`config.mk`:
```
export PLATFORM = sky130hd
export DESIGN_NAME = bds_mean
export DESIGN_NICKNAME = d
export VERILOG_FILES = /design/src/bds_pkg.sv /design/src/bds_mean.sv
export SDC_FILE = /design/constraint.sdc
export NUM_CORES = 1
export LEC_CHECK = 0
export ABC_CLOCK_PERIOD_IN_PS = 6300
export BUFFER_PORTS_ARGS = -buffer_cell sky130_fd_sc_hd__buf_4
export CORE_MARGIN = 3
export CORE_UTILIZATION = 58
export CTS_CLUSTER_SIZE = 40
export DETAILED_ROUTE_END_ITERATION = 10
export GPL_TIMING_DRIVEN = 0
export PLACE_DENSITY = 0.78
export REMOVE_ABC_BUFFERS = 1
export SYNTH_ARGS = -nofsm -noshare
export SYNTH_HDL_FRONTEND = slang
export SYNTH_SLANG_ARGS = --single-unit
export TNS_END_PERCENT = 50
```
`constraint.sdc`:
```
create_clock -name clk -period 6.3 [get_ports clk]
set_clock_uncertainty 0.2 [all_clocks]
set_input_delay 1.26 -clock clk [delete_from_list [all_inputs] [get_ports clk]]
set_output_delay 1.26 -clock clk [all_outputs]
set_load 0.1 [all_outputs]
```
`src/bds_pkg.sv`:
```
// ----------------------------------------------------------------------------
// bds_pkg
// Shared types, constants and helper functions of the 3x3 box downsampler.
// ----------------------------------------------------------------------------
package bds_pkg;

    // Largest number of output columns kept in the band store.
    localparam int MAX_OUT_WIDTH = 1024;
    localparam int OUT_ADDR_W    = (MAX_OUT_WIDTH > 1) ? $clog2(MAX_OUT_WIDTH) : 1;

    localparam int CH_W   = 8;    // one color channel
    localparam int COL_W  = 12;   // source column counter and source width
    localparam int HS_W   = 10;   // horizontal sum of three pixels, one channel
    localparam int BS_W   = 12;   // sum over a 3x3 block, one channel
    localparam int OC_W   = $clog2((2 ** COL_W) / 3 + 1);  // output column index
    localparam int PROD_W = 2 * BS_W;
    localparam int QUO_W  = BS_W - 3;  // a 12-bit sum over nine fits in 9 bits

    // x / 3 == (x * 2731) >> 13 for every 12-bit x.
    localparam logic [COL_W-1:0] RECIP3       = 12'd2731;
    localparam int               RECIP3_SHIFT = 13;
    // x / 9 == (x * 3641) >> 15 for every 12-bit x.
    localparam logic [BS_W-1:0]  RECIP9       = 12'd3641;
    localparam int               RECIP9_SHIFT = 15;

    localparam logic [QUO_W-1:0] WHITE_LEVEL = 9'd255;
    localparam logic [CH_W-1:0]  GRID_GRAY   = 8'd128;

    typedef enum logic [0:0] {
        REG_SOURCE_WIDTH = 1'b0,
        REG_GRID_ENABLE  = 1'b1
    } cfg_reg_t;

    typedef struct packed {
        logic            frame_start;
        logic [CH_W-1:0] src_red;
        logic [CH_W-1:0] src_green;
        logic [CH_W-1:0] src_blue;
        logic [CH_W-1:0] grid_red;
        logic [CH_W-1:0] grid_green;
        logic [CH_W-1:0] grid_blue;
    } pixel_t;

    typedef struct packed {
        logic [CH_W-1:0] out_red;
        logic [CH_W-1:0] out_green;
        logic [CH_W-1:0] out_blue;
        logic            grid_applied;
        logic            row_end;
    } result_t;

    typedef struct packed {
        logic [CH_W-1:0] red;
        logic [CH_W-1:0] green;
        logic [CH_W-1:0] blue;
    } rgb_t;

    typedef struct packed {
        logic [HS_W-1:0] red;
        logic [HS_W-1:0] green;
        logic [HS_W-1:0] blue;
    } hsum_t;

    typedef struct packed {
        logic [BS_W-1:0] red;
        logic [BS_W-1:0] green;
        logic [BS_W-1:0] blue;
    } band_t;

    // A finished run of three pixels headed for the band store.
    typedef struct packed {
        hsum_t                 hsum;
        logic [OUT_ADDR_W-1:0] oc;
        logic [1:0]            row_phase;
        logic                  row_end;
        rgb_t                  grid;
    } band_req_t;

    // A finished 3x3 block headed for the divider.
    typedef struct packed {
        band_t sum;
        logic  row_end;
        rgb_t  grid;
    } mean_req_t;

    function automatic logic [OC_W-1:0] div3(input logic [COL_W-1:0] x);
        logic [2*COL_W-1:0] p;
        p = x * RECIP3;
        return p[RECIP3_SHIFT +: OC_W];
    endfunction

endpackage

```
`src/bds_mean.sv`:
```
// ----------------------------------------------------------------------------
// bds_mean
// Divides each block sum by nine with a reciprocal multiply, applies the
// grid overlay and holds the result in the output register.
// ----------------------------------------------------------------------------
module bds_mean
    import bds_pkg::*;
(
    input  logic      clk,
    input  logic      rst_n,
    input  logic      valid,
    output logic      ready,
    input  mean_req_t req,
    input  logic      grid_enable,
    output logic      result_valid,
    input  logic      result_stall,
    output result_t   result
);

    logic              c_valid_reg, c_valid_next;
    mean_req_t         c_reg, c_next;
    logic              d_valid_reg, d_valid_next;
    logic [PROD_W-1:0] d_red_reg, d_red_next;
    logic [PROD_W-1:0] d_green_reg, d_green_next;
    logic [PROD_W-1:0] d_blue_reg, d_blue_next;
    logic              d_row_end_reg, d_row_end_next;
    rgb_t              d_grid_reg, d_grid_next;
    logic              result_valid_reg, result_valid_next;
    result_t           result_reg, result_next;

    logic              out_free;
    logic              d_free;
    logic              c_free;
    logic [QUO_W-1:0]  q_red;
    logic [QUO_W-1:0]  q_green;
    logic [QUO_W-1:0]  q_blue;
    logic              apply_grid;

    assign out_free = !result_valid_reg || !result_stall;
    assign d_free   = !d_valid_reg || out_free;
    assign c_free   = !c_valid_reg || d_free;
    assign ready    = c_free;

    assign q_red   = d_red_reg[RECIP9_SHIFT +: QUO_W];
    assign q_green = d_green_reg[RECIP9_SHIFT +: QUO_W];
    assign q_blue  = d_blue_reg[RECIP9_SHIFT +: QUO_W];

    assign apply_grid = grid_enable
        && q_red == WHITE_LEVEL && q_green == WHITE_LEVEL && q_blue == WHITE_LEVEL
        && d_grid_reg.red == GRID_GRAY && d_grid_reg.green == GRID_GRAY
        && d_grid_reg.blue == GRID_GRAY;

    always_comb
    begin
        c_valid_next = c_valid_reg;
        c_next       = c_reg;
        if (valid && c_free)
        begin
            c_valid_next = 1'b1;
            c_next       = req;
        end
        else if (d_free)
        begin
            c_valid_next = 1'b0;
        end
    end

    always_comb
    begin
        d_valid_next   = d_valid_reg;
        d_red_next     = d_red_reg;
        d_green_next   = d_green_reg;
        d_blue_next    = d_blue_reg;
        d_row_end_next = d_row_end_reg;
        d_grid_next    = d_grid_reg;
        if (c_valid_reg && d_free)
        begin
            d_valid_next   = 1'b1;
            d_red_next     = c_reg.sum.red * RECIP9;
            d_green_next   = c_reg.sum.green * RECIP9;
            d_blue_next    = c_reg.sum.blue * RECIP9;
            d_row_end_next = c_reg.row_end;
            d_grid_next    = c_reg.grid;
        end
        else if (out_free)
        begin
            d_valid_next = 1'b0;
        end
    end

    always_comb
    begin
        result_valid_next = result_valid_reg;
        result_next       = result_reg;
        if (d_valid_reg && out_free)
        begin
            result_valid_next = 1'b1;
            if (apply_grid)
            begin
                result_next.out_red   = d_grid_reg.red;
                result_next.out_green = d_grid_reg.green;
                result_next.out_blue  = d_grid_reg.blue;
            end
            else
            begin
                result_next.out_red   = q_red[CH_W-1:0];
                result_next.out_green = q_green[CH_W-1:0];
                result_next.out_blue  = q_blue[CH_W-1:0];
            end
            result_next.grid_applied = apply_grid;
            result_next.row_end      = d_row_end_reg;
        end
        else if (out_free)
        begin
            result_valid_next = 1'b0;
        end
    end

    assign result_valid = result_valid_reg;
    assign result       = result_reg;

    always_ff @(posedge clk or negedge rst_n)
    begin
        if (!rst_n)
        begin
            c_valid_reg      <= 1'b0;
            d_valid_reg      <= 1'b0;
            result_valid_reg <= 1'b0;
        end
        else
        begin
            c_valid_reg      <= c_valid_next;
            d_valid_reg      <= d_valid_next;
            result_valid_reg <= result_valid_next;
        end
    end

    always_ff @(posedge clk)
    begin
        c_reg         <= c_next;
        d_red_reg     <= d_red_next;
        d_green_reg   <= d_green_next;
        d_blue_reg    <= d_blue_next;
        d_row_end_reg <= d_row_end_next;
        d_grid_reg    <= d_grid_next;
        result_reg    <= result_next;
    end

endmodule

```
==> results of run 1 <==
==> area by class of cell <==
class	instances	area (µm²)
multi-input cells	553	6080
inverters	171	642
clock buffers	20	437
clock inverters	12	136
well taps	229	287
repair buffers	96	753
flip-flops and latches	142	4250
fillers	1311	5690
==> cells by family after synthesis <==
kind of cell	Yosys count	synth area share
adder cells (fa/ha/maj)	302	0.402
flip-flops	142	0.387
AND/OR/NAND/NOR	111	0.0581
XOR/XNOR	37	0.0295
buffers and inverters	176	0.0602
AO/OA/AOI/OAI	103	0.0637
==> cell usage in the layout, fill, tap and decap left out, types with 13 or more instances in the layout <==
cell type	n
o21ai_1	13
ha_1	218
nor2_1	16
inv_1	171
clkbuf_16	17
nand4_1	13
and2_1	22
edfxtp_1	139
fa_1	84
xor2_1	14
buf_4	93
a21oi_1	23
xnor2_1	23
a21o_1	18
==> worst register-to-register path: cells and delay by family (launching register included) <==
kind / cells / cell delay (ns)
adders and majority gates: 6 / 2.73
xor gates and xnor gates: 1 / 0.35
buffers and inverters: 6 / 0.38
DFF: 1 / 0.42
AOI/OAI and AO/OA: 5 / 1.14
==> path summary, 6_finish.rpt <==
check | depth (start not counted) | endpoint | slack (ns)
max in group asynchronous | 1 | result_valid$_DFFE_PN0P_ | 5.39
worst min-delay path | 0 | d_grid_reg[8]$_DFFE_PP_ | 0.22
worst max-delay path | 18 | d_blue_reg[23]$_DFFE_PP_ | 0.85
min in group asynchronous | 1 | c_valid_reg$_DFFE_PN0P_ | 0.41
worst max register to register | 18 | d_blue_reg[23]$_DFFE_PP_ | 0.85
worst min register to register | 0 | d_grid_reg[8]$_DFFE_PP_ | 0.22
==> per-layer routing <==
metal	vias up	wire length (µm)	track usage
met5	-	0	0
met4	0	174	0.0505
li1	3253	-	-
met2	135	9660	0.344
met3	18	932	0.0512
met1	3210	8930	0.270
==> power groups by stage <==
stage | clock network, mW | logic (mW) | registers (mW)
after global routing | 1.04 | 4.08 | 1.48
after floorplan | 0 | 2.43 | 1.77
after global placement | 0 | 3.44 | 1.48
final | 0.977 | 3.59 | 1.46
after detailed placement | 0 | 3.57 | 1.48
after CTS | 0.997 | 3.62 | 1.46
==> metrics by stage <==
step | power (mW) | instance area, µm² | std cells
floorplan | 4.20 | 11000 | 866
global placement | 4.92 | 11900 | 1188
detailed placement | 5.05 | 12000 | 1191
CTS | 6.07 | 12600 | 1223
global route | 6.60 | 12600 | 1223
finish | 6.02 | 12600 | 1223
==> flow_metrics.env, run 1 <==
export IMPL_ys_seq_elements=142
export IMPL_dp_worst_setup_slack_ns=0.944
export IMPL_maxCapViolations=0
export IMPL_period_share=0.865
export IMPL_grt_pass1_vias=7032
export IMPL_clock_latency_ns=0.42
export IMPL_syn_cell_area_um2=11000
export IMPL_worst_slack_ns=0.849
export IMPL_ios=94
export IMPL_cts_repair_resized=0
export IMPL_globalplace_congestion=0.881
export IMPL_min_delay_start="c_reg[8]$_DFFE_PP_"
export IMPL_clock_sinks=142
export IMPL_dieArea_um2=20600
export IMPL_start_kind="register"
export IMPL_yosysWarnings=0
export IMPL_worst_pin_slew_ns=0.780
export IMPL_die_h_um=144
export IMPL_first_iter_violations=339
export IMPL_setup_worst_path_class="reg2reg"
export IMPL_synth_commonest_cells="ha_1 (218), inv_1 (171), edfxtp_1 (139), fa_1 (84), and2_1 (24)"
export IMPL_p_per_area_nw_per_um2=479
export IMPL_ys_flop_type="edfxtp_1"
export IMPL_htree_levels=4
export IMPL_nets=1349
export IMPL_rsz0062_at_grt="false"
export IMPL_leakagePower_nw=6.05
export IMPL_ant_nets=0
export IMPL_core_rowCount=49
export IMPL_slew_headroom=0.472
export IMPL_combPwrFrac=0.596
export IMPL_drt_pass1_iter_count=5
export IMPL_yosysMostFrequentCell="ha_1"
export IMPL_seqPwrFrac=0.242
export IMPL_cp_top_family="adder cells"
export IMPL_grt_max_degree=44
export IMPL_cp_end_kind="register"
export IMPL_routed_wirelength_um=19700
export IMPL_power_share_clock=0.162
export IMPL_synth_area_leaders="edfxtp_1 (38%), ha_1 (25%), fa_1 (15%)"
export IMPL_cts_root_buf="clkbuf_16"
export IMPL_detail_route_vias_per_cell=5.41
export IMPL_utilization=0.689
export IMPL_holdBufCountCts=0
export IMPL_crit_start="c_reg[32]$_DFFE_PP_"
export IMPL_grt_pass1_wl_um=32900
export IMPL_async_flop_share=0.0211
export IMPL_grt_use_total=0.205
export IMPL_r2r_start="c_reg[32]$_DFFE_PP_"
export IMPL_p_sw_frac=0.433
export IMPL_setup_viol=0
export IMPL_holdWs_ns=0.217
export IMPL_diodes=0
export IMPL_port_buffers=93
export IMPL_switchingPower_mw=2.61
export IMPL_core_area_um2=18300
export IMPL_fin_crit_ns=5.45
export IMPL_overflow=0
export IMPL_start_util=0.601
export IMPL_max_clock_freq_mhz=183
export IMPL_numCtsBuffers=17
export IMPL_fin_tns_setup_ns=0
export IMPL_slowest_stage="fa_1"
export IMPL_post_cts_repair_setup_buffers=0
export IMPL_largest_register_ffs=61
export IMPL_clk_pin_slew_worst_paths_ns=0.06
export IMPL_finalMaxSlewViolations=0
export IMPL_p_int_mw=3.41
export IMPL_synthCells=871
export IMPL_vias=6616
export IMPL_hold_path_class="reg2reg"
export IMPL_synth_cell_types=52
export IMPL_worst_path_buf_inv=6
export IMPL_place_hpwl_um=16300
export IMPL_cts_tree="built"
export IMPL_required_ns=6.29
export IMPL_area_growth_syn_to_layout_pct=14.6
export IMPL_ys_seq_area_frac=0.387
export IMPL_drive_above_1_share=0.135
export IMPL_max_stage_delay_ns=0.54
export IMPL_clockBufferDepth=2
export IMPL_die_w_um=144
export IMPL_cp_max_fo=4
export IMPL_ir_drop_mv=0.240
export IMPL_synth_edf_count=139
export IMPL_yosysTopAreaCell="edfxtp_1"
export IMPL_postSynthAreaPerCell_um2=12.6
export IMPL_antenna_found_initial=0
export IMPL_cp_common_cell="inv_1"
export IMPL_synth_top_cell_area_share=0.380
export IMPL_drc_errors=0
export IMPL_hold_violations=0
export IMPL_post_drt_wl_per_cell_um=16.1
export IMPL_cp_cell_sequence="inv_1 > fa_1 > inv_1 > ha_1 > inv_1 > fa_1 > inv_1 > fa_1 > inv_1 > fa_1 > inv_1 > ha_1 > a21oi_1 > o22ai_1 > a211o_1 > a31oi_1 > o211ai_1 > xnor2_1"
export IMPL_arrival_ns=5.44
export IMPL_outcome="complete, no violations"
No activity file was read; power rests on OpenSTA's default activity.
==> inputs of run 2 (changes only) <==
CORE_MARGIN = 4   (was 3)
==> run 2 against run 1 <==
Effect of this change:
- routed wire length down 2.6%
- non-clock buffer count unchanged
- largest cell class unchanged
- via count down 1.9%
- maximum frequency up 5.2%
- total power down 0.81%
- critical path depth unchanged
- combinational power about the same
- first-iteration DRC count down 12%
- critical endpoint unchanged
- highest routed layer unchanged
- worst hold slack worse by 0.0012 ns
- setup slack better by 0.27 ns
==> flow_metrics.env, run 2 (synthesized netlist as in run 1, its figures left out) <==
export IMPL_cp_end_kind="register"
export IMPL_htree_levels=4
export IMPL_p_sw_frac=0.440
export IMPL_diodes=0
export IMPL_ios=94
export IMPL_drc_errors=0
export IMPL_final_common_cell="ha_1"
export IMPL_fin_tns_setup_ns=0
export IMPL_die_h_um=146
export IMPL_finalMaxSlewViolations=0
export IMPL_clk_pin_slew_worst_paths_ns=0.07
export IMPL_grt_pass1_wl_um=33300
export IMPL_numCtsBuffers=17
export IMPL_worst_pin_slew_ns=0.730
export IMPL_holdBufCountCts=0
export IMPL_routed_wirelength_um=19200
export IMPL_combPwrFrac=0.597
export IMPL_detail_route_vias_per_cell=5.29
export IMPL_cts_tree="built"
export IMPL_vias=6491
export IMPL_ant_nets=0
export IMPL_hold_violations=0
export IMPL_start_util=0.589
export IMPL_period_share=0.823
export IMPL_first_iter_violations=297
export IMPL_maxCapViolations=0
export IMPL_fin_crit_ns=5.18
export IMPL_required_ns=6.26
export IMPL_max_clock_freq_mhz=193
export IMPL_globalplace_congestion=0.895
export IMPL_p_per_area_nw_per_um2=475
export IMPL_overflow=0
export IMPL_fin_cells=1228
export IMPL_drt_pass1_iter_count=4
export IMPL_leakagePower_nw=6.04
export IMPL_cp_cell_sequence="inv_1 > fa_1 > inv_1 > ha_1 > inv_1 > fa_1 > inv_1 > fa_1 > inv_1 > fa_1 > inv_1 > ha_1 > nand3_1 > nor3_1 > a211o_1 > a31oi_1 > o211ai_1 > xnor2_1"
export IMPL_max_stage_delay_ns=0.54
export IMPL_cp_common_cell="inv_1"
export IMPL_arrival_ns=5.14
export IMPL_setup_worst_path_class="reg2reg"
export IMPL_largest_register_ffs=61
export IMPL_place_area_um2=12000
export IMPL_port_buffers=93
export IMPL_setup_viol=0
export IMPL_area_growth_syn_to_layout_pct=14.4
export IMPL_placed_cells=1196
export IMPL_power_share_clock=0.158
export IMPL_clock_latency_ns=0.43
export IMPL_cts_repair_resized=0
export IMPL_wl_met1_um=8960
export IMPL_post_drt_wl_per_cell_um=15.6
export IMPL_nets=1349
export IMPL_r2r_slack_ns=1.12
export IMPL_place_hpwl_um=15900
export IMPL_grt_use_total=0.195
export IMPL_cp_max_fo=4
export IMPL_layout_common_cells="ha_1 (218), inv_1 (171), edfxtp_1 (139)"
export IMPL_start_kind="register"
export IMPL_post_cts_repair_setup_buffers=0
export IMPL_switchingPower_mw=2.63
export IMPL_rsz0062_at_grt="false"
export IMPL_clock_sinks=142
export IMPL_drive_above_1_share=0.137
export IMPL_die_w_um=146
export IMPL_slowest_stage="fa_1"
export IMPL_p_int_mw=3.34
export IMPL_cts_root_buf="clkbuf_16"
export IMPL_top_layer_used="met4"
export IMPL_dieArea_um2=21200
export IMPL_grt_max_degree=45
export IMPL_core_rowCount=50
export IMPL_met3_length_um=879
export IMPL_seqPwrFrac=0.245
export IMPL_antenna_found_initial=0
export IMPL_slew_headroom=0.511
export IMPL_core_area_um2=18600
export IMPL_outcome="complete, no violations"
export IMPL_hold_path_class="reg2reg"
export IMPL_clockBufferDepth=2
export IMPL_grt_pass1_vias=7053
export IMPL_fin_area_um2=12600
export IMPL_ir_drop_mv=0.261
export IMPL_wl_met2_um=8980
## run 2: final timing paths
path,startpoint,end,cells after the start
worst max-delay path,c_reg[32]$_DFFE_PP_,d_blue_reg[23]$_DFFE_PP_,18
worst max register to register,c_reg[32]$_DFFE_PP_,d_blue_reg[23]$_DFFE_PP_,18
worst min register to register,c_reg[7]$_DFFE_PP_,d_grid_reg[7]$_DFFE_PP_,0
min in group asynchronous,rst_n,d_valid_reg$_DFFE_PN0P_,1
worst min-delay path,c_reg[7]$_DFFE_PP_,d_grid_reg[7]$_DFFE_PP_,0
max in group asynchronous,rst_n,c_valid_reg$_DFFE_PN0P_,1
## run 2: layout make-up
class | count | area, µm²
fillers | 1354 | 6080
flip-flops and latches | 142 | 4250
repair buffers | 96 | 753
clock inverters | 15 | 125
clock buffers | 17 | 425
inverters | 171 | 642
well taps | 234 | 293
multi-input cells | 553 | 6080
## run 2: worst max-delay path: cells and delay by family (launching register included)
family | cells | cell delay [ns]
DFF | 1 | 0.44
and+or+nand+nor | 2 | 0.17
buffers and inverters | 6 | 0.37
adders and majority gates | 6 | 2.66
AOI/OAI and AO/OA | 3 | 0.87
xor gates and xnor gates | 1 | 0.18
## run 2: layer usage
| metal | up-vias | GRT usage |
|---|---|---|
| met5 | - | 0 |
| met4 | 0 | 0.0674 |
| met3 | 27 | 0.0442 |
| met2 | 143 | 0.315 |
| met1 | 3064 | 0.262 |
| li1 | 3257 | - |
## run 2: power groups by stage
| stage | Clock (mW) | Combinational [mW] | Sequential [mW] |
|---|---|---|---|
| 6_report | 0.943 | 3.57 | 1.46 |
| 5_1_grt | 1.01 | 4.08 | 1.48 |
| 4_1_cts | 0.967 | 3.59 | 1.46 |
| 3_5_place_dp | 0 | 3.54 | 1.48 |
| 3_3_place_gp | 0 | 3.46 | 1.48 |
| 2_1_floorplan | 0 | 2.43 | 1.77 |
## run 2: through the flow
stage	worst slack (ns)	power, mW	util	hold slack (ns)
floorplan	1.48	4.20	-	0.200
global placement	1.10	4.94	0.641	0.202
detailed placement	1.11	5.02	0.644	0.205
CTS	1.09	6.03	0.674	0.218
global route	0.831	6.57	0.674	0.221
finish	1.12	5.97	0.674	0.216
