[src/bds_pkg.sv]
// ----------------------------------------------------------------------------
// bds_pkg
// Shared types, constants and helper functions of the 3x3 box downsampler.
// ----------------------------------------------------------------------------
package bds_pkg;

    // Largest number of output columns kept in the band store.
    localparam int MAX_OUT_WIDTH = 1024;
    localparam int OUT_ADDR_W    = (MAX_OUT_WIDTH > 1) ? $clog2(MAX_OUT_WIDTH) : 1;

    localparam int CH_W   = 8;    // one color channel
    localparam int COL_W  = 12;   // source column counter and source width
    localparam int HS_W   = 10;   // horizontal sum of three pixels, one channel
    localparam int BS_W   = 12;   // sum over a 3x3 block, one channel
    localparam int OC_W   = $clog2((2 ** COL_W) / 3 + 1);  // output column index
    localparam int PROD_W = 2 * BS_W;
    localparam int QUO_W  = BS_W - 3;  // a 12-bit sum over nine fits in 9 bits

    // x / 3 == (x * 2731) >> 13 for every 12-bit x.
    localparam logic [COL_W-1:0] RECIP3       = 12'd2731;
    localparam int               RECIP3_SHIFT = 13;
    // x / 9 == (x * 3641) >> 15 for every 12-bit x.
    localparam logic [BS_W-1:0]  RECIP9       = 12'd3641;
    localparam int               RECIP9_SHIFT = 15;

    localparam logic [QUO_W-1:0] WHITE_LEVEL = 9'd255;
    localparam logic [CH_W-1:0]  GRID_GRAY   = 8'd128;

    typedef enum logic [0:0] {
        REG_SOURCE_WIDTH = 1'b0,
        REG_GRID_ENABLE  = 1'b1
    } cfg_reg_t;

    typedef struct packed {
        logic            frame_start;
        logic [CH_W-1:0] src_red;
        logic [CH_W-1:0] src_green;
        logic [CH_W-1:0] src_blue;
        logic [CH_W-1:0] grid_red;
        logic [CH_W-1:0] grid_green;
        logic [CH_W-1:0] grid_blue;
    } pixel_t;

    typedef struct packed {
        logic [CH_W-1:0] out_red;
        logic [CH_W-1:0] out_green;
        logic [CH_W-1:0] out_blue;
        logic            grid_applied;
        logic            row_end;
    } result_t;

    typedef struct packed {
        logic [CH_W-1:0] red;
        logic [CH_W-1:0] green;
        logic [CH_W-1:0] blue;
    } rgb_t;

    typedef struct packed {
        logic [HS_W-1:0] red;
        logic [HS_W-1:0] green;
        logic [HS_W-1:0] blue;
    } hsum_t;

    typedef struct packed {
        logic [BS_W-1:0] red;
        logic [BS_W-1:0] green;
        logic [BS_W-1:0] blue;
    } band_t;

    // A finished run of three pixels headed for the band store.
    typedef struct packed {
        hsum_t                 hsum;
        logic [OUT_ADDR_W-1:0] oc;
        logic [1:0]            row_phase;
        logic                  row_end;
        rgb_t                  grid;
    } band_req_t;

    // A finished 3x3 block headed for the divider.
    typedef struct packed {
        band_t sum;
        logic  row_end;
        rgb_t  grid;
    } mean_req_t;

    function automatic logic [OC_W-1:0] div3(input logic [COL_W-1:0] x);
        logic [2*COL_W-1:0] p;
        p = x * RECIP3;
        return p[RECIP3_SHIFT +: OC_W];
    endfunction

endpackage

[src/bds_front.sv]
// ----------------------------------------------------------------------------
// bds_front
// Configuration registers, column and row counters, and the horizontal sum
// over each run of three source pixels.
// ----------------------------------------------------------------------------
module bds_front
    import bds_pkg::*;
(
    input  logic             clk,
    input  logic             rst_n,
    input  logic             pixel_valid,
    output logic             pixel_stall,
    input  pixel_t           pixel,
    input  logic             cfg_valid,
    output logic             cfg_ready,
    input  cfg_reg_t         cfg_index,
    input  logic [COL_W-1:0] cfg_data,
    input  logic             band_ready,
    output logic             band_enter,
    output band_req_t        band_req,
    output logic             grid_enable
);

    logic [COL_W-1:0] source_width_reg, source_width_next;
    logic [OC_W-1:0]  out_width_reg, out_width_next;
    logic             grid_enable_reg, grid_enable_next;
    logic [COL_W-1:0] col_reg, col_next;
    logic [1:0]       ph_reg, ph_next;
    logic [OC_W-1:0]  oc_reg, oc_next;
    logic [1:0]       row_phase_reg, row_phase_next;
    hsum_t            hsum_reg, hsum_next;

    logic             accept;
    logic [COL_W-1:0] col;
    logic [1:0]       ph;
    logic [OC_W-1:0]  oc;
    logic [1:0]       row_phase;
    hsum_t            hsum_prev;
    hsum_t            hsum_new;
    logic             in_window;
    logic             row_wrap;
    logic [OC_W-1:0]  width_quot;

    assign cfg_ready   = 1'b1;
    assign grid_enable = grid_enable_reg;
    assign accept      = pixel_valid && band_ready;
    assign pixel_stall = !band_ready;

    // A frame start clears the counters before its own pixel is used.
    assign col       = pixel.frame_start ? '0 : col_reg;
    assign ph        = pixel.frame_start ? '0 : ph_reg;
    assign oc        = pixel.frame_start ? '0 : oc_reg;
    assign row_phase = pixel.frame_start ? '0 : row_phase_reg;
    assign hsum_prev = (pixel.frame_start || ph == 2'd0) ? '0 : hsum_reg;

    assign in_window = oc < out_width_reg;
    assign row_wrap  = ({1'b0, col} + 1'b1) >= {1'b0, source_width_reg};

    always_comb
    begin
        hsum_new.red   = {2'b00, pixel.src_red}   + hsum_prev.red;
        hsum_new.green = {2'b00, pixel.src_green} + hsum_prev.green;
        hsum_new.blue  = {2'b00, pixel.src_blue}  + hsum_prev.blue;
    end

    assign band_enter         = accept && in_window && ph == 2'd2;
    assign band_req.hsum      = hsum_new;
    assign band_req.oc        = OUT_ADDR_W'(oc);
    assign band_req.row_phase = row_phase;
    assign band_req.row_end   = (oc + 1'b1) == out_width_reg;
    assign band_req.grid      = '{red: pixel.grid_red, green: pixel.grid_green,
                                  blue: pixel.grid_blue};

    assign width_quot = div3(cfg_data);

    always_comb
    begin
        source_width_next = source_width_reg;
        out_width_next    = out_width_reg;
        grid_enable_next  = grid_enable_reg;
        if (cfg_valid && cfg_ready)
        begin
            unique case (cfg_index)
                REG_SOURCE_WIDTH:
                begin
                    source_width_next = cfg_data;
                    if (int'(width_quot) > MAX_OUT_WIDTH)
                    begin
                        out_width_next = OC_W'(MAX_OUT_WIDTH);
                    end
                    else
                    begin
                        out_width_next = width_quot;
                    end
                end
                REG_GRID_ENABLE:
                begin
                    grid_enable_next = cfg_data[0];
                end
            endcase
        end
    end

    always_comb
    begin
        col_next       = col_reg;
        ph_next        = ph_reg;
        oc_next        = oc_reg;
        row_phase_next = row_phase_reg;
        hsum_next      = hsum_reg;
        if (accept)
        begin
            // Outside the window the running sum is kept, unless a frame starts.
            hsum_next = in_window ? hsum_new : (pixel.frame_start ? '0 : hsum_reg);
            if (row_wrap)
            begin
                col_next       = '0;
                ph_next        = '0;
                oc_next        = '0;
                row_phase_next = (row_phase >= 2'd2) ? 2'd0 : row_phase + 2'd1;
            end
            else
            begin
                col_next       = col + 1'b1;
                row_phase_next = row_phase;
                if (ph == 2'd2)
                begin
                    ph_next = 2'd0;
                    oc_next = oc + 1'b1;
                end
                else
                begin
                    ph_next = ph + 2'd1;
                    oc_next = oc;
                end
            end
        end
    end

    always_ff @(posedge clk or negedge rst_n)
    begin
        if (!rst_n)
        begin
            source_width_reg <= COL_W'(3);
            out_width_reg    <= OC_W'(1);
            grid_enable_reg  <= 1'b0;
            col_reg          <= '0;
            ph_reg           <= '0;
            oc_reg           <= '0;
            row_phase_reg    <= '0;
            hsum_reg         <= '0;
        end
        else
        begin
            source_width_reg <= source_width_next;
            out_width_reg    <= out_width_next;
            grid_enable_reg  <= grid_enable_next;
            col_reg          <= col_next;
            ph_reg           <= ph_next;
            oc_reg           <= oc_next;
            row_phase_reg    <= row_phase_next;
            hsum_reg         <= hsum_next;
        end
    end

endmodule

[config.mk]
export PLATFORM = sky130hd
export DESIGN_NAME = bds_front
export DESIGN_NICKNAME = d
export VERILOG_FILES = /design/src/bds_pkg.sv /design/src/bds_front.sv
export SDC_FILE = /design/constraint.sdc
export NUM_CORES = 1
export LEC_CHECK = 0
export ABC_AREA = 1
export BUFFER_PORTS_ARGS = -buffer_cell sky130_fd_sc_hd__buf_2
export CORE_ASPECT_RATIO = 0.9
export CORE_MARGIN = 2
export CORE_UTILIZATION = 50
export CTS_CLUSTER_SIZE = 40
export DETAILED_ROUTE_END_ITERATION = 12
export PLACE_DENSITY = 0.73
export SLEW_MARGIN = 15
export SYNTH_ARGS = -nofsm -noshare
export SYNTH_HDL_FRONTEND = slang
export SYNTH_SLANG_ARGS = --single-unit
[constraint.sdc]
create_clock -name clk -period 3.45 [get_ports clk]
set_input_delay 0.345 -clock clk [delete_from_list [all_inputs] [get_ports clk]]
set_output_delay 0.345 -clock clk [all_outputs]
set_load 0.01 [all_outputs]
==> results of run 1 <==
## worst min-delay path by stage
stage / cells past startpoint / to
floorplan: 0 / col_reg[0]$_DFFE_PN0P_
global placement: 2 / row_phase_reg[0]$_DFFE_PN0P_
detailed placement: 2 / out_width_reg[0]$_DFFE_PN1P_
CTS: 1 / hsum_reg[20]$_DFFE_PN0P_
global route: 2 / grid_enable$_DFFE_PN0P_
finish: 2 / grid_enable$_DFFE_PN0P_
## area by class of cell
type	count	area [sq um]	area share (%)
clock inverter	4	26.3	0.244
tap	235	294	2.74
sequential	81	2030	18.9
inverter	218	821	7.64
timing repair buffer	176	1190	11.1
multi-input combinational	782	6130	57.0
clock buffer	12	256	2.39
## cell usage in the layout (no fill, tap or decap), drive strengths merged, types with 40 or more instances in the layout
cell / n
nand2: 209
inv: 218
ha: 129
o21ai: 81
xor2: 40
a21oi: 61
nor2: 91
dfrtp: 78
buf: 174
fa: 43
## timing repair
| item | CTS | global route |
|---|---|---|
| cloned | 1 | 0 |
| hold buffers | 0 | 1 |
| hold endpoints to repair | 0 | 21 |
| gates resized for setup | 38 | 55 |
| setup endpoints to repair | 12 | 14 |
| pin swaps | 24 | 18 |
| setup buffers | 3 | 2 |
## power breakdown
part	internal (W)	total, W	leakage (nW)	switching [W]
Clock	0.000528	0.000921	0.139	0.000393
Combinational	0.00245	0.00543	4.47	0.00298
Sequential	0.00120	0.00131	1.05	0.000109
Total	0.00418	0.00766	5.65	0.00349
## stage by stage
step / worst slack, ps / hold WS [ps]
final: -695 / 249
after global routing: -816 / 263
after CTS: -662 / 233
after detailed placement: -1110 / 470
after global placement: -1050 / 465
after floorplan: -559 / 49.4
## kinds of logic (layout without fill, tap and decap cells)
logic type / Yosys count / count (layout) / share of synthesized area (%)
compound gates: 188 / 188 / 12.4
simple gates: 374 / 375 / 18.7
flops: 81 / 81 / 23.2
xor+xnor: 46 / 46 / 4.60
fa+ha+maj: 172 / 172 / 28.2
buf+inv: 266 / 410 / 12.8
other cells: 1 / 1 / 0.0428
## layer usage
metal  part of all wire, %  routed length [microns]  GRT usage (%)
met5                     0                        0              0
met1                    47                    10200           34.0
met3                   4.5                      964           3.95
met2                    47                    10200           39.6
met4                   1.2                      264           4.50
==> metrics, run 1 <==
clock buffer depth=2; RSZ-0062 raised after global routing=yes; async set-reset flop share out of synthesis=100%; Clk Latency, worst-skew pair=340 ps; synth unique cells=52; Top delay family on crit path=adder cells; Fill cells=1,471; area delta synth->final=22.7%; Placed Instances=1,486; CTS Buf Count=9; worst setup path start=cfg_data[1]; IO Port Bufs=88; Critical Path Stages=20; initial antenna violation count=0; R2R Setup Slk=430 ps; Worst Path Required=3720 ps; CTS tree=built; Final Util=63.2%; crit path cell chain=buf_8 -> ha_4 -> fa_1 -> inv_2 -> fa_1 -> inv_1 -> fa_1 -> fa_2 -> ha_4 -> a21oi_4 -> a21boi_4 -> nand2_2 -> nand2_2 -> nand3_2 -> xor2_2 -> nor2_1 -> nand3_2 -> nand2_4 -> nand2_1 -> nand2_1; final hold violations=0; Crit-path slowest cell=fa_2; endpoints failing setup=11; Mapped Cells=1,128; Worst setup SP type=input port; Synth warnings=0; register area share after synthesis=23.2%; Post-synth top flop=dfrtp_1; EDFF count, synth=0; final std cells w/o fill=1,508; FF-to-FF Start=col_reg[0]$_DFFE_PN0P_; Power Total=0.00766 W; GRT Total Usage=24.1%; Critical Path Fanout Max=5; H-tree Lvls=3; Rel. slew slack=22.8%; mapped cell area=0.00876 sq mm; Core Area=0.0170 sq mm; Largest register FFs=30; clock root buffer master=clkbuf_16; Avg WL per Cell=14.3 microns; Chip Width=144 microns; critical path endpoint category=flop; HPWL after DPL=16,900 microns; power per cell area=713 mW/mm^2; pin count of the biggest net entering global routing=82; Ports=138; FF-to-FF path depth=16; Die Y=130 microns; CP endpoint=out_width_reg[4]$_DFFE_PN0P_; crit-path most repeated cell=fa_1; largest area contributor in the netlist=dfrtp_1; fin crit share=120%; outcome=complete, but fails checks; final net count=1,507; Post-synth top cells=213 x inv_1, 204 x nand2_1, 129 x ha_1; worst slew pin tran=1160 ps; Avg Vias per Cell=5.06; failing checks=setup timing; Syn Area/Cell=7.77 sq um; Critical Path Max Stage Delay=560 ps; Residual DRC=0; Area contributors post-synth=dfrtp_1 22%, ha_1 18%, fa_1 9.8%; minimum clock period=4140 ps; clock skew=5.40 ps; peak supply drop=0.515 mV; row cnt=45; global-route wire length before repair=35,900 microns; worst setup margin=-695 ps; Hold/Removal Path Class=in -> reg; share of cells above drive strength 1=24.8%; TNS Setup=-7130 ps; clk sinks=81; DR pass1 iterations=6; pins over their slew limit=0; total leakage power=5.65 nW; Hold Startpoint=cfg_index; Max Fclk=241 MHz; Iter 0 DRT Violations=360; max cap viols=0; Critical path buffers and inverters=3; Crit Path Category=in -> reg; die area=0.0186 sq mm; total grt overflow=0; Routed WL=21,600 microns; placed cell areas=0.00996 sq mm; via count=7,638; initial core utilization=51.5%; Antenna diodes=0; post-synth top area share=22.3%; Clock transition at path regs=60 ps; count leader, synth=inv_1; post-route ant nets=0; Final GP Congestion=0.975; Synth Register Bits=81; Reg-to-Reg End=row_phase_reg[0]$_DFFE_PN0P_; syn nets=1,367; design area=0.0107 sq mm; data arrival time of the critical path=4420 ps; vias in the first global route=7,482
No activity file was read; power rests on OpenSTA's default activity.
==> run 2, diff against run 1 <==
--- a/config.mk
+++ b/config.mk
@@ -5,7 +5,7 @@
 export SDC_FILE = /design/constraint.sdc
 export NUM_CORES = 1
 export LEC_CHECK = 0
-export ABC_AREA = 1
+export ABC_AREA = 0
 export BUFFER_PORTS_ARGS = -buffer_cell sky130_fd_sc_hd__buf_2
 export CORE_ASPECT_RATIO = 0.9
 export CORE_MARGIN = 2
==> run 2 against run 1 <==
Clock-buffer cell count is 1 lower. Highest routed layer unchanged. Clock skew up 2.3 ps. The flow still finishes with violations (setup timing). Worst hold slack worse by 110 ps.
==> metrics, run 2 <==
minimum clock period=4240 ps (+95.0 ps); mapped cell area=0.00851 sq mm (-2.8%); Mapped Cells=949 (-16%); FF+latch area=0.00203 sq mm (unchanged); syn nets=1,188 (-13%); power per cell area=590 mW/mm^2 (-17%); mux contribution to synthesized area=2.82% (+2.8 points); total leakage power=5.22 nW (-7.6%); DR pass1 iterations=5 (-1); data arrival time of the critical path=4470 ps (+50 ps); HPWL after DPL=15,500 microns (-8.0%); Largest register FFs=30 (unchanged); final hold violations=0 (unchanged); vias in the first global route=7,174 (-4.1%); Worst setup SP type=input port; Hold/Removal Path Class=in -> async; combined area of the multi-input logic cells=0.00602 sq mm (-1.8%); crit-path most repeated cell=fa_1; Chip Width=142 microns (-1.4%); Avg WL per Cell=15.5 microns (+8.2%); Clk Latency, worst-skew pair=340 ps (about the same); TNS Setup=-8300 ps (-1170 ps); worst hold margin=137 ps (-111 ps); Crit-path slowest cell=fa_1; Critical Path Fanout Max=6 (+1); Crit Path Category=in -> reg; area delta synth->final=22.3%; global-route wire length before repair=34,300 microns (-4.5%); max cap viols=0 (unchanged); Synth Area in XOR/XNOR=5.04% (+0.44 points); Clock transition at path regs=60 ps (about the same); worst slew pin tran=990 ps (-168 ps); Synth Register Bits=81 (unchanged); Die Y=128 microns (-1.4%); Rel. slew slack=34.0% (+11 points); pin count of the biggest net entering global routing=77 (-6.1%); Residual DRC=0 (unchanged); synth unique cells=68 (+31%); Core Area=0.0168 sq mm (-1.3%); GRT Total Usage=23.2% (-0.92 points); outcome=complete, but fails checks; crit path cell chain=buf_8 -> ha_4 -> fa_1 -> fa_1 -> fa_1 -> inv_1 -> fa_1 -> inv_2 -> ha_4 -> and4_4 -> and4_4 -> a22oi_2 -> o211ai_4 -> o21a_1 -> or3_1 -> a32o_1; largest family of logic cells by synthesized area=adder cells; row cnt=45 (unchanged); most common cell after layout, fill and taps aside=inv_1; count leader, synth=ha_1; Compound-Gate Fraction of Synth Area=14.5% (+2.0 points); Ports=138 (unchanged); Fill cells=1,405 (-4.5%); largest area contributor in the netlist=dfrtp_1; IO Port Bufs=88 (unchanged); clk sinks=81 (unchanged); initial antenna violation count=0 (unchanged); Worst Path Required=3680 ps (-40 ps); clock skew=7.66 ps (+2.26 ps); initial core utilization=50.7% (-0.78 points); most frequent cells in the layout=120 x inv_1, 119 x ha_1, 101 x buf_4; FF-to-FF Start=col_reg[0]$_DFFE_PN0P_; post-synth top area share=22.9% (+0.64 points); Synth warnings=0 (unchanged); via count=7,155 (-6.3%); critical path endpoint category=flop; EDFF count, synth=0 (unchanged); Post-synth top cells=129 x ha_1, 121 x inv_1, 93 x nand2_1; peak supply drop=0.426 mV (-17%); die area=0.0181 sq mm (-2.7%); final net count=1,344 (-11%); CTS Buf Count=9 (unchanged); failing checks=setup timing; H-tree Lvls=3 (unchanged); clock buffer depth=2 (unchanged); Area contributors post-synth=dfrtp_1 23%, ha_1 19%, fa_1 10%; async set-reset flop share out of synthesis=100% (unchanged); Routed WL=20,500 microns (-5.2%); fin crit share=123% (+2.8 points); Syn Area/Cell=8.97 sq um (+16%); adder and majority cell fraction of the synthesized area=29.1% (+0.82 points); share of cells above drive strength 1=25.0% (+0.13 points); Antenna diodes=0 (unchanged); clock root buffer master=clkbuf_16; worst setup margin=-790 ps (-95.0 ps); Iter 0 DRT Violations=380 (+5.6%); Critical Path Max Stage Delay=560 ps (about the same); Synth Area in Simple Gates=16.0% (-2.7 points); register area share after synthesis=23.9% (+0.67 points); total grt overflow=0 (unchanged); worst setup path start=cfg_data[2]; Max Fclk=236 MHz (-2.2%); endpoints failing setup=11 (unchanged); Final GP Congestion=0.896 (-8.1%); RSZ-0062 raised after global routing=yes; Post-synth top flop=dfrtp_1; CTS tree=built; pins over their slew limit=0 (unchanged); Avg Vias per Cell=5.42 (+6.9%); post-route ant nets=0 (unchanged)
## run 2: routing by layer
metal	track usage [%]	wire [microns]	vias to the layer above
li1	-	-	3532
met5	0	0	-
met1	33.0	9900	3459
met4	5.71	293	0
met3	3.40	806	26
met2	37.4	9460	138
## run 2: worst paths after layout
kind / endpoint / slack (ps) / cells after the start
min: hsum_reg[11]$_DFFE_PN0P_ / 140 / 1
max reg2reg: row_phase_reg[0]$_DFFE_PN0P_ / 270 / 14
min reg2reg: source_width_reg[0]$_DFFE_PN1P_ / 480 / 2
min in group clk: grid_enable$_DFFE_PN0P_ / 350 / 3
max in group asynchronous: hsum_reg[5]$_DFFE_PN0P_ / 2590 / 2
max: out_width_reg[8]$_DFFE_PN0P_ / -790 / 16
## run 2: metrics by stage
stage	utilization (%)	instances	total power, W	setup WS [ps]	instance area [sq um]
detailed placement	58.0	1289	0.00475	-1290	9720
CTS	60.9	1310	0.00595	-801	10200
global placement	58.0	1289	0.00466	-1200	9720
floorplan	-	949	0.00364	-907	8600
global route	62.0	1321	0.00667	-939	10400
finish	62.0	1321	0.00614	-790	10400
## run 2: worst max-delay path, delay by kind of cell
kind | cells | cell delay [ps]
and+or+nand+nor | 3 | 610
AOI/OAI and AO/OA | 4 | 830
adders and majority gates | 6 | 2480
buffers and inverters | 3 | 210
## run 2: area by class of cell
| type | instances | share of cell area (%) |
|---|---|---|
| multi-input combinational | 697 | 57.8 |
| clock inverter | 5 | 0.998 |
| inverter | 121 | 4.36 |
| tap | 211 | 2.54 |
| clock buffer | 11 | 2.24 |
| sequential | 81 | 19.5 |
| timing repair buffer | 195 | 12.5 |
## run 2: power breakdown
| part | internal [W] | switching, W |
|---|---|---|
| Combinational | 0.00185 | 0.00185 |
| Sequential | 0.00119 | 0.000143 |
| Clock | 0.000708 | 0.000389 |
| Total | 0.00376 | 0.00238 |
## run 2: logic make-up after synthesis
family | count (synthesis)
XOR/XNOR | 49
flip-flops | 81
multiplexers | 22
AO/OA/AOI/OAI | 190
buffers and inverters | 171
adder cells (fa/ha/maj) | 172
other | 1
AND/OR/NAND/NOR | 263
## run 2: what timing repair did
item,CTS,global route
hold buffers,0,0
setup buffers,4,10
gates cloned,1,1
setup endpoints to repair,22,21
resized for setup,23,31
pin swaps,13,13
